===== src/sv/pfa_pkg.sv =====
// pfa_pkg: shared types and codes of the page frame allocator
// command and status codes, configuration register bundle
// no dependencies
package pfa_pkg;

    localparam int APB_AW = 3;

    localparam logic [1:0] CMD_SEED  = 2'd0;
    localparam logic [1:0] CMD_ALLOC = 2'd1;
    localparam logic [1:0] CMD_FREE  = 2'd2;
    localparam logic [1:0] CMD_READ  = 2'd3;

    localparam logic [2:0] ST_OK        = 3'd0;
    localparam logic [2:0] ST_STACK     = 3'd1;
    localparam logic [2:0] ST_RANGE     = 3'd2;
    localparam logic [2:0] ST_TABLE     = 3'd3;
    localparam logic [2:0] ST_UNTRACKED = 3'd4;

    localparam logic [15:0] LOW_FRAME_RST   = 16'd0;
    localparam logic [16:0] FRAME_LIMIT_RST = 17'd57344;

    typedef struct packed {
        logic [15:0] low_frame;
        logic [16:0] frame_limit;
    } t_cfg;

endpackage


===== src/sv/pfa_ram.sv =====
// pfa_ram: simple dual-port synchronous ram, one write and one read port
// read data registered, shown the cycle after the read enable, contents not reset
// depends on pfa_pkg
module pfa_ram
    import pfa_pkg::*;
#(
    parameter int DEPTH = 16,
    parameter int WIDTH = 16
) (
    input  logic                     i_clk,
    input  logic                     i_we,
    input  logic [$clog2(DEPTH)-1:0] i_waddr,
    input  logic [WIDTH-1:0]         i_wdata,
    input  logic                     i_re,
    input  logic [$clog2(DEPTH)-1:0] i_raddr,
    output logic [WIDTH-1:0]         o_rdata
);

    logic [WIDTH-1:0] r_mem [DEPTH];
    logic [WIDTH-1:0] r_rdata;

    always_ff @(posedge i_clk) begin
        if (i_we) begin
            r_mem[i_waddr] <= i_wdata;
        end
        if (i_re) begin
            r_rdata <= r_mem[i_raddr];
        end
    end

    assign o_rdata = r_rdata;

endmodule


===== config.mk =====
export PLATFORM = sky130hd
export DESIGN_NAME = pfa_ram
export DESIGN_NICKNAME = d
export VERILOG_FILES = /design/src/sv/pfa_pkg.sv /design/src/sv/pfa_ram.sv
export SDC_FILE = /design/constraint.sdc
export NUM_CORES = 1
export LEC_CHECK = 0
export BUFFER_PORTS_ARGS = -buffer_cell sky130_fd_sc_hd__buf_2
export CAP_MARGIN = 25
export CORE_UTILIZATION = 42
export CTS_CLUSTER_SIZE = 40
export DETAILED_ROUTE_END_ITERATION = 12
export GPL_ROUTABILITY_DRIVEN = 0
export PLACE_DENSITY = 0.55
export SLEW_MARGIN = 5
export SYNTH_ARGS = -nofsm -noshare
export SYNTH_HDL_FRONTEND = slang
export SYNTH_SLANG_ARGS = --single-unit

===== constraint.sdc =====
create_clock -name i_clk -period 5.3 [get_ports i_clk]
set_input_delay 1.06 -clock i_clk [delete_from_list [all_inputs] [get_ports i_clk]]
set_output_delay 1.06 -clock i_clk [all_outputs]
set_load 0.05 [all_outputs]

---- Word-level counts from Yosys, hierarchy flattened ----
Memories as Yosys holds them, arrays and structs flattened. A register that Yosys moved wholly into a read port is not among the register bits.
Index checks and enable logic that the tools add are counted.
word-level totals
  logic and storage cells ................. 3
  bits in registers ....................... 0
  input port bits ......................... 27
  bits in writable memories ............... 256
  memories kept ........................... 1
cells by class
  mux-type cells .......................... 2
memory list
  name   words  width  rd ports  clocked after Yosys merged registers in  wr ports  line           RTL
  r_mem  16     16     1         1                                        1         pfa_ram.sv:19  logic [WIDTH-1:0] r_mem [DEPTH];
operators with widths
  operator  number
  $mux W1   2

---- Depth between registers and ports, before layout ----
  depth after elaboration ................. 2
  gate-level depth with buffers ........... 5
  gate-level depth less buffers ........... 3

---- Worst setup path before layout ----
No wires, ideal clock.
  path type ............................... input to register
  from .................................... input port i_waddr[2]
  to ...................................... memory r_mem[0][0] (enable)
  setup slack ............................. 2.185 ns
  data required time ...................... 4.891 ns
  arrival time ............................ 2.706 ns
  stages .................................. 2
  setup time .............................. 0.409 ns
  path through ............................ or3b_2 > nor3_1
RTL lines
  element             line           RTL
  start: declaration  pfa_ram.sv:12  input logic [$clog2(DEPTH)-1:0] i_waddr,
  end: declaration    pfa_ram.sv:19
No word-level cell before the write port.

==> flow_summary.yaml <==
power:
  p_per_area_nw_per_um2: 384
  finalPower_w: 0.00452
  irDropWorstVdd_uv: 223
  leakage_nw: 3.80
cts:
  cts_tree: "done"
  ctsResizeCount: 0
  post-cts-setup-buffers: 0
  cts_hold_buf: 0
  clk_pin_slew_ns: 0.06
  numCtsBuffers: 28
  root_buffer: "clkbuf_16"
  clock-sinks: 272
  htreeDepth: 1
  clock_latency_ns: 0.53
  clockBufferDepth: 3
detailed_routing:
  vias: 4659
  dr.pass1.iters: 4
  wl_per_cell_microns: 25.6
  ant_nets: 0
  wl_microns: 21600
  drcViolationCount: 0
  viasPerCell: 5.53
  first_iter_violations: 498
global_route:
  grt_pass1_vias: 4780
  grt_max_degree: 65
  grt_pass1_wl_microns: 31900
  met2_usage_pct: 27.8
  grt_use_total_pct: 18.3
  grt_use_met3_pct: 3.56
  grt_most_used_layer: "met2"
  grt_antenna_before_repair: 0
  overflow: 0
  met1_usage_pct: 27.4
layout:
  nets: 532
  mostFrequentLayoutCells: "edfxtp_1 (272), mux4_2 (54), buf_2 (41)"
  utilization_pct: 49.7
  multiInputGateArea_sq_um: 1960
  syn2layout_area_growth_pct: 15.3
  drive_gt1_share_pct: 32.4
  seq_area_sq_um: 8170
  nFillCells: 1969
  final_common_cell: "edfxtp_1"
  num_antenna_cells: 0
setup_path:
  critical_path.max_stage_delay_ns: 0.60
  path_cells: "buf_4 -> buf_4 -> mux4_1 -> a22oi_1 -> nand2_1"
  cpMaxStageDelayCell: "mux4_1"
  startpoint_type: "input pin"
  cp.required_ns: 5.57
  critPathKind: "in -> reg"
  worst_setup_path_end_kind: "register"
  crit_path_max_fanout: 35
  arrival_ns: 2.95
  critPathMostFrequentCell: "buf_4"
  critPathTopFamily: "buffers and inverters"
  path_buf_inv: 2
die:
  rows: 56
  die_w_microns: 158
  die-area_sq_um: 24900
  chipHeight_microns: 158
  initial_utilization_pct: 43.1
  num_io_pins: 43
  core_area_sq_um: 23700
run:
  cap_violations: 0
timing:
  max_freq_mhz: 372
  period_share_pct: 50.7
  finalSetupViolCount: 0
  final.setup_skew_ns: 0.00796
  finalHoldViolCount: 0
  relSlewSlack_pct: 28.0
  tns_ns: 0
  drv_slew: 0
  rsz0062_at_grt: "no"
  post-route-min-period_ns: 2.69
  worst_slew_pin_slew_ns: 1.08
  setup_slack_ns: 2.61
min_path:
  hp-class: "reg -> reg"
logic_synthesis:
  synthDistinctLibCells: 18
  yosysTopAreaCell: "edfxtp_1"
  synth_top_cell_area_share_pct: 80.0
  syn_area_sq_um: 10200
  syn-num-nets: 459
  yosys_warnings: 0
  avgSynthCellArea_sq_um: 23.6
  netlist_top_cells_area: "edfxtp_1 (80%), mux4_2 (12%), mux4_1 (2.6%)"
  syn_inst: 432
  ys_ff_latch: 272
  ys_seq_area_share_pct: 80.0
placed_design:
  numPortBuffers: 42
  place_ws_ns: 1.97
  dp_hpwl_microns: 11200
outcome:
  outcome: "complete, no violations"
[routing by layer]
metal / vias up / share of wire, %
met3: 41 / 6.4
met4: 0 / 2.7
met2: 158 / 46
met1: 2458 / 44
li1: 2002 / -
met5: - / 0
[where the power goes]
part / total [W] / leakage, nW / switching, W / internal (W)
Sequential: 0.00244 / 2.47 / 0.0000122 / 0.00242
Clock: 0.00184 / 0.420 / 0.000750 / 0.00109
Combinational: 0.000243 / 0.905 / 0.000158 / 0.0000855
Total: 0.00452 / 3.80 / 0.000919 / 0.00360
[cell usage after synthesis]
cell type	number
and2_1	1
nor2_1	13
or3b_2	1
edfxtp_1	272
mux4_2	54
buf_1	3
nand3b_1	2
nand3_1	1
buf_2	3
nand2_1	17
a22oi_1	32
nor2b_1	2
mux4_1	10
nand2b_1	2
buf_4	3
nor3_1	4
clkbuf_1	8
buf_6	4
[path summary, 6_finish.rpt]
check                start          end  slack, ns  cells past startpoint
max reg2reg    r_mem[9][6]   o_rdata[6]       3.84                      3
max             i_raddr[0]   o_rdata[0]       2.61                      5
min          r_mem[14][13]  o_rdata[13]       0.74                      3
min reg2reg  r_mem[14][13]  o_rdata[13]       0.74                      3
[per-stage QoR]
stage	hold slack, ns	instances	cell area [sq um]
floorplan	0.710	432	10200
global placement	0.725	794	10900
detailed placement	0.740	794	10900
CTS	0.753	843	11800
global route	0.778	843	11800
finish	0.744	843	11800
[layout make-up]
| cell class | instances | share of cell area, % |
|---|---|---|
| clock buffers | 37 | 6.42 |
| clock inverters | 12 | 0.872 |
| multi-input cells | 139 | 16.7 |
| flip-flops and latches | 272 | 69.4 |
| well taps | 319 | 3.39 |
| repair buffers | 64 | 3.21 |
[worst reg2reg max path: stages (launching register included)]
cell and delay, ns:
edfxtp_1 0.36, mux4_1 0.51, a22oi_1 0.24, nand2_1 0.10
[state kept, by name (all words and copies together) (netlist names)]
name and cells:
o_rdata 16, r_mem 256
[cell families (layout without fill, tap and decap cells)]
kind of cell	Yosys count	count (layout)	synth area share, %
multiplexers	64	64	14.5
AND/OR/NAND/NOR	43	43	1.89
AO/OA/AOI/OAI	32	32	2.35
flip-flops	272	272	80.0
buffers and inverters	21	113	1.21
No activity file was read; power rests on OpenSTA's default activity.
