--- src/sv/pfa_pkg.sv ---
// pfa_pkg: shared types and codes of the page frame allocator
// command and status codes, configuration register bundle
// no dependencies
package pfa_pkg;

    localparam int APB_AW = 3;

    localparam logic [1:0] CMD_SEED  = 2'd0;
    localparam logic [1:0] CMD_ALLOC = 2'd1;
    localparam logic [1:0] CMD_FREE  = 2'd2;
    localparam logic [1:0] CMD_READ  = 2'd3;

    localparam logic [2:0] ST_OK        = 3'd0;
    localparam logic [2:0] ST_STACK     = 3'd1;
    localparam logic [2:0] ST_RANGE     = 3'd2;
    localparam logic [2:0] ST_TABLE     = 3'd3;
    localparam logic [2:0] ST_UNTRACKED = 3'd4;

    localparam logic [15:0] LOW_FRAME_RST   = 16'd0;
    localparam logic [16:0] FRAME_LIMIT_RST = 17'd57344;

    typedef struct packed {
        logic [15:0] low_frame;
        logic [16:0] frame_limit;
    } t_cfg;

endpackage

--- src/sv/pfa_apb_regs.sv ---
// pfa_apb_regs: apb configuration registers, low frame and frame limit
// register i at byte address 4*i, zero wait states
// depends on pfa_pkg
module pfa_apb_regs
    import pfa_pkg::*;
(
    input  logic              i_clk,
    input  logic              i_rst_n,
    input  logic              psel,
    input  logic              penable,
    input  logic              pwrite,
    input  logic [APB_AW-1:0] paddr,
    input  logic [31:0]       pwdata,
    output logic [31:0]       prdata,
    output logic              pready,
    output t_cfg              o_cfg
);

    localparam logic REG_LOW_FRAME   = 1'b0;
    localparam logic REG_FRAME_LIMIT = 1'b1;

    logic [15:0] r_low_frame;
    logic [16:0] r_frame_limit;
    logic        w_wr;

    assign w_wr   = psel && penable && pwrite;
    assign pready = 1'b1;

    always_ff @(posedge i_clk) begin
        if (!i_rst_n) begin
            r_low_frame   <= LOW_FRAME_RST;
            r_frame_limit <= FRAME_LIMIT_RST;
        end else if (w_wr) begin
            case (paddr[2])
                REG_LOW_FRAME:   r_low_frame   <= pwdata[15:0];
                REG_FRAME_LIMIT: r_frame_limit <= pwdata[16:0];
                default: ;
            endcase
        end
    end

    always_comb begin
        case (paddr[2])
            REG_LOW_FRAME:   prdata = {16'd0, r_low_frame};
            REG_FRAME_LIMIT: prdata = {15'd0, r_frame_limit};
            default:         prdata = 32'd0;
        endcase
    end

    assign o_cfg.low_frame   = r_low_frame;
    assign o_cfg.frame_limit = r_frame_limit;

endmodule

--- config.mk ---
export PLATFORM = sky130hd
export DESIGN_NAME = pfa_apb_regs
export DESIGN_NICKNAME = d
export VERILOG_FILES = /design/src/sv/pfa_pkg.sv /design/src/sv/pfa_apb_regs.sv
export SDC_FILE = /design/constraint.sdc
export NUM_CORES = 1
export LEC_CHECK = 0
export BUFFER_PORTS_ARGS = -buffer_cell sky130_fd_sc_hd__buf_2
export CORE_ASPECT_RATIO = 1.25
export CORE_MARGIN = 5
export CORE_UTILIZATION = 45
export CTS_CLUSTER_SIZE = 20
export DETAILED_ROUTE_END_ITERATION = 10
export GPL_TIMING_DRIVEN = 1
export PLACE_DENSITY = 0.93
export SYNTH_ARGS = -nofsm -noshare
export SYNTH_HDL_FRONTEND = slang
export SYNTH_SLANG_ARGS = --single-unit
--- constraint.sdc ---
create_clock -name i_clk -period 2 [get_ports i_clk]
set_input_delay 0.3 -clock i_clk [delete_from_list [all_inputs] [get_ports i_clk]]
set_output_delay 0.3 -clock i_clk [all_outputs]
set_load 0.02 [all_outputs]
Word-level counts from Yosys, hierarchy flattened:

Index checks and enable logic that the tools add are counted.

* logic and storage cells: 8
* register bits: 33
* output and inout bits: 66
* input port bits: 40

* reduce and logical (&&, ||, !) cells: 4
* multiplexer cells: 1
* bitwise operators: 1

Operators by type and width (count)
* 32-bit one-hot mux with 2 select lines: 1
* 2-bit AND reduction: 2
* 1-bit logical AND: 2
* 1-bit inverter: 1

Logic depth before layout (Yosys ltp):

* word-level depth: 3
* gate-level depth with buffers: 4
* mapped depth without buffers: 2

Least setup slack after synthesis:

No wires, ideal clock.

* path type: input to output
* from: input paddr[2]
* to: output prdata[10]
* buffers on the path: 2
* path slack: 702 ps
* stages: 3
* data arrival time: 998 ps
* data required time: 1700 ps
* cells stage by stage: buf_4 -> buf_4 -> mux2_2

* word-level cells in the longest chain between the ends: 2

RTL lines
* start, declared: line pfa_apb_regs.sv:12 `input logic [APB_AW-1:0] paddr,`
* 1-bit inverter (no source line)
* 32-bit one-hot mux with 2 select lines *: line pfa_apb_regs.sv:43 `case (paddr[2])`
* end, declared: line pfa_apb_regs.sv:14 `output logic [31:0] prdata,`

Mark *: on every way between the ends. The rest lies on a longest branch, timed or not. The select of a mux whose other input is x is not followed.

Final worst setup path:

* from: input paddr[2]
* to: output prdata[15]

The elaborated chain is that of the path after synthesis.

==> results.md <==
- Synth Area in Compound Gates: 0
- Crit path arrival time: around 1.2 ns
- Psw: roughly 0.00034 W
- Worst min path class: in -> reg
- Vias in the first global route: ~1300
- CTS tree: yes
- Top-Level Pins: approximately 110
- Worst Skew: 0 ns
- First-pass GRT wire length: 5.86 mm
- Most common cell after layout, fill and taps aside: buf_2
- Row Count: 24
- Placed insts: 270
- Multiplexer area fraction after synthesis: 0.315
- Unrepaired setup endpoints after global routing: false
- Clock slew at reported path FFs: approximately 0.060 ns
- GPL Wtd Cong: approximately 0.7
- Sw Share: 0.253
- Final nets: ~280
- Final hold violations: 0
- Power density over the cells: 677 nW/um2
- Gr usage total: 0.145
- Grt met1 use: 0.150
- Sequential fraction of the synthesis area: 0.407
- Vias/cell: 4.82
- Most crowded layer after global routing: met2
- Filler instances: 333
- GR Util met2: 0.270
- Main combinational cell family by area after synthesis: multiplexers
- Initial DRC Count: 26
- Post-CTS sizing: 0
- Drt wl/cell: 12.5 um
- Req. time, crit path: around 1.7 ns
- Sequential share of power: 0.503
- Post-place instance area: about 1900 um2
- Ant diodes: 0
- Post-synth cell types: 14
- Max cap viols: 0
- CTS Hold Bufs: 0
- Cell area after layout: 2000 um2
- Routed wire length: 3.47 mm
- Drt drc: 0
- Die Y: 77.1 um
- Most frequent cells in the layout: buf_2 (72), nand2_1 (47), mux2i_1 (33), dfxtp_1 (33)
- Synth Area in Simple Gates: 0.151
- Initial core utilization: 0.466
- Synthesized instance count: 169
- Critical Path End Type: output pin
- Port bufs: 72
- Clk sinks: 33
- Post-Synth XOR/XNOR Area: 0
- Total CTS buffers: 5
- Final setup vio count: 0
- CTS Buffer Depth: 2
- Min Tclk post-route: 1.52 ns
- Max H-tree Level: 2
- Clk_lat worst skew: 0.27 ns
- Status: complete, no violations
- Die area: 4910 um2
- Clock root buffer: clkbuf_8
- Ys Warns: 0
- Synthesis-to-finish area growth: 23.4%
- Fmax: 659 MHz
- Clock power frac: 0.359
- Die Span X: 63.7 um
- Tcrit/Tclk final: 0.759
- Worst Setup Path Type: in -> out
- Antenna-violating nets left: 0
- Met3 Usage GRT: 0.0512
- First-pass DRT Iterations: 2
- Avg Cell Area, Syn: 9.60 um2
- Post-DP HPWL: 2.64 mm
- Adder-Cell Fraction of Synth Area: 0
- Worst VDD drop: 0.000476 V
- Post-CTS setup buffer count: 0
- Final Non-Filler Cells: 277
- Internal power: 0.00101 W
- Synthesis-stage register bit count: 33
- Final core occ: 0.575
- Share of layout cells above drive strength 1: 0.412
- LEAKAGE: 1.04 nW
- Vias: 1335
- Max Slew Vio Count: 0
- Largest net degree at the start of global routing: 54
- Comb pwr share: 0.138
- Mapped cell area: 1620 um2
- Fin Setup TNS: 0 ns
- Initial antenna violation count: 0
- Setup crit start kind: input pin
- Core Footprint: between 3000 and 4000 um2
- Flop-to-flop setup slack: 1.37 ns
- Overflow after GRT: 0
- Crit Path Max Fanout: 20
==> layer usage <==
layer  vias to the layer above  routed length [um]
li1                        658                   -
met1                       615                1390
met2                        58                1790
met3                         4                 270
met4                         0                  27
met5                         -                   0
==> worst max-delay path: stages <==
cell,delay (ns)
buf_2,0.37
mux2_2,0.39
buf_2,0.16
==> registers in the layout, summed over array words and instances, names as in the netlist <==
name	count
r_low_frame	16
r_frame_limit	17
==> power groups by stage <==
stage	clock network [W]	registers, W	logic, W
floorplan	0	0.000713	0.000141
global placement	0	0.000696	0.000186
detailed placement	0	0.000696	0.000189
CTS	0.000510	0.000682	0.000189
global route	0.000541	0.000683	0.000204
finish	0.000486	0.000682	0.000188
==> path summary, 6_finish.rpt <==
check	startpoint	endpoint	depth (start not counted)
min reg2reg	r_low_frame[11]	r_low_frame[11]	2
max reg2reg	r_low_frame[12]	r_low_frame[12]	2
max	paddr[2]	prdata[15]	3
min	pwdata[16]	r_frame_limit[16]	3
==> area by class of cell <==
type	instances	area, um2	area share
Timing Repair Buffer	76	390	0.195
Sequential cell	33	661	0.330
Multi-Input combinational cell	122	816	0.407
Clock buffer	7	86.3	0.0431
Tap cell	39	48.8	0.0244
==> cells by family (layout without fill, tap and decap cells) <==
group                  after synthesis  after routing
buffers and inverters               28             83
muxes                               49             49
other                                2             16
and+or+nand+nor                     57             57
DFF                                 33             33
==> metrics by stage <==
step	total power [W]	hold WS, ns	setup WS [ns]
3_3_place_gp	0.000881	0.451	0.482
4_1_cts	0.00138	0.264	0.476
2_1_floorplan	0.000855	0.442	0.702
6_report	0.00136	0.276	0.482
5_1_grt	0.00143	0.285	0.436
3_5_place_dp	0.000885	0.459	0.477
==> synthesized netlist by cell type, drive strengths merged <==
master / count / area [um2]
dfxtp: 33 / 661
nor2b: 6 / 37.5
and4b: 1 / 10.0
conb: 2 / 7.51
buf: 25 / 188
mux2i: 33 / 330
nand2: 47 / 176
and4: 1 / 8.76
mux2: 16 / 180
clkbuf: 3 / 11.3
and2: 1 / 6.26
nand4: 1 / 6.26
Note: power is estimated with default switching activity, not from simulation.
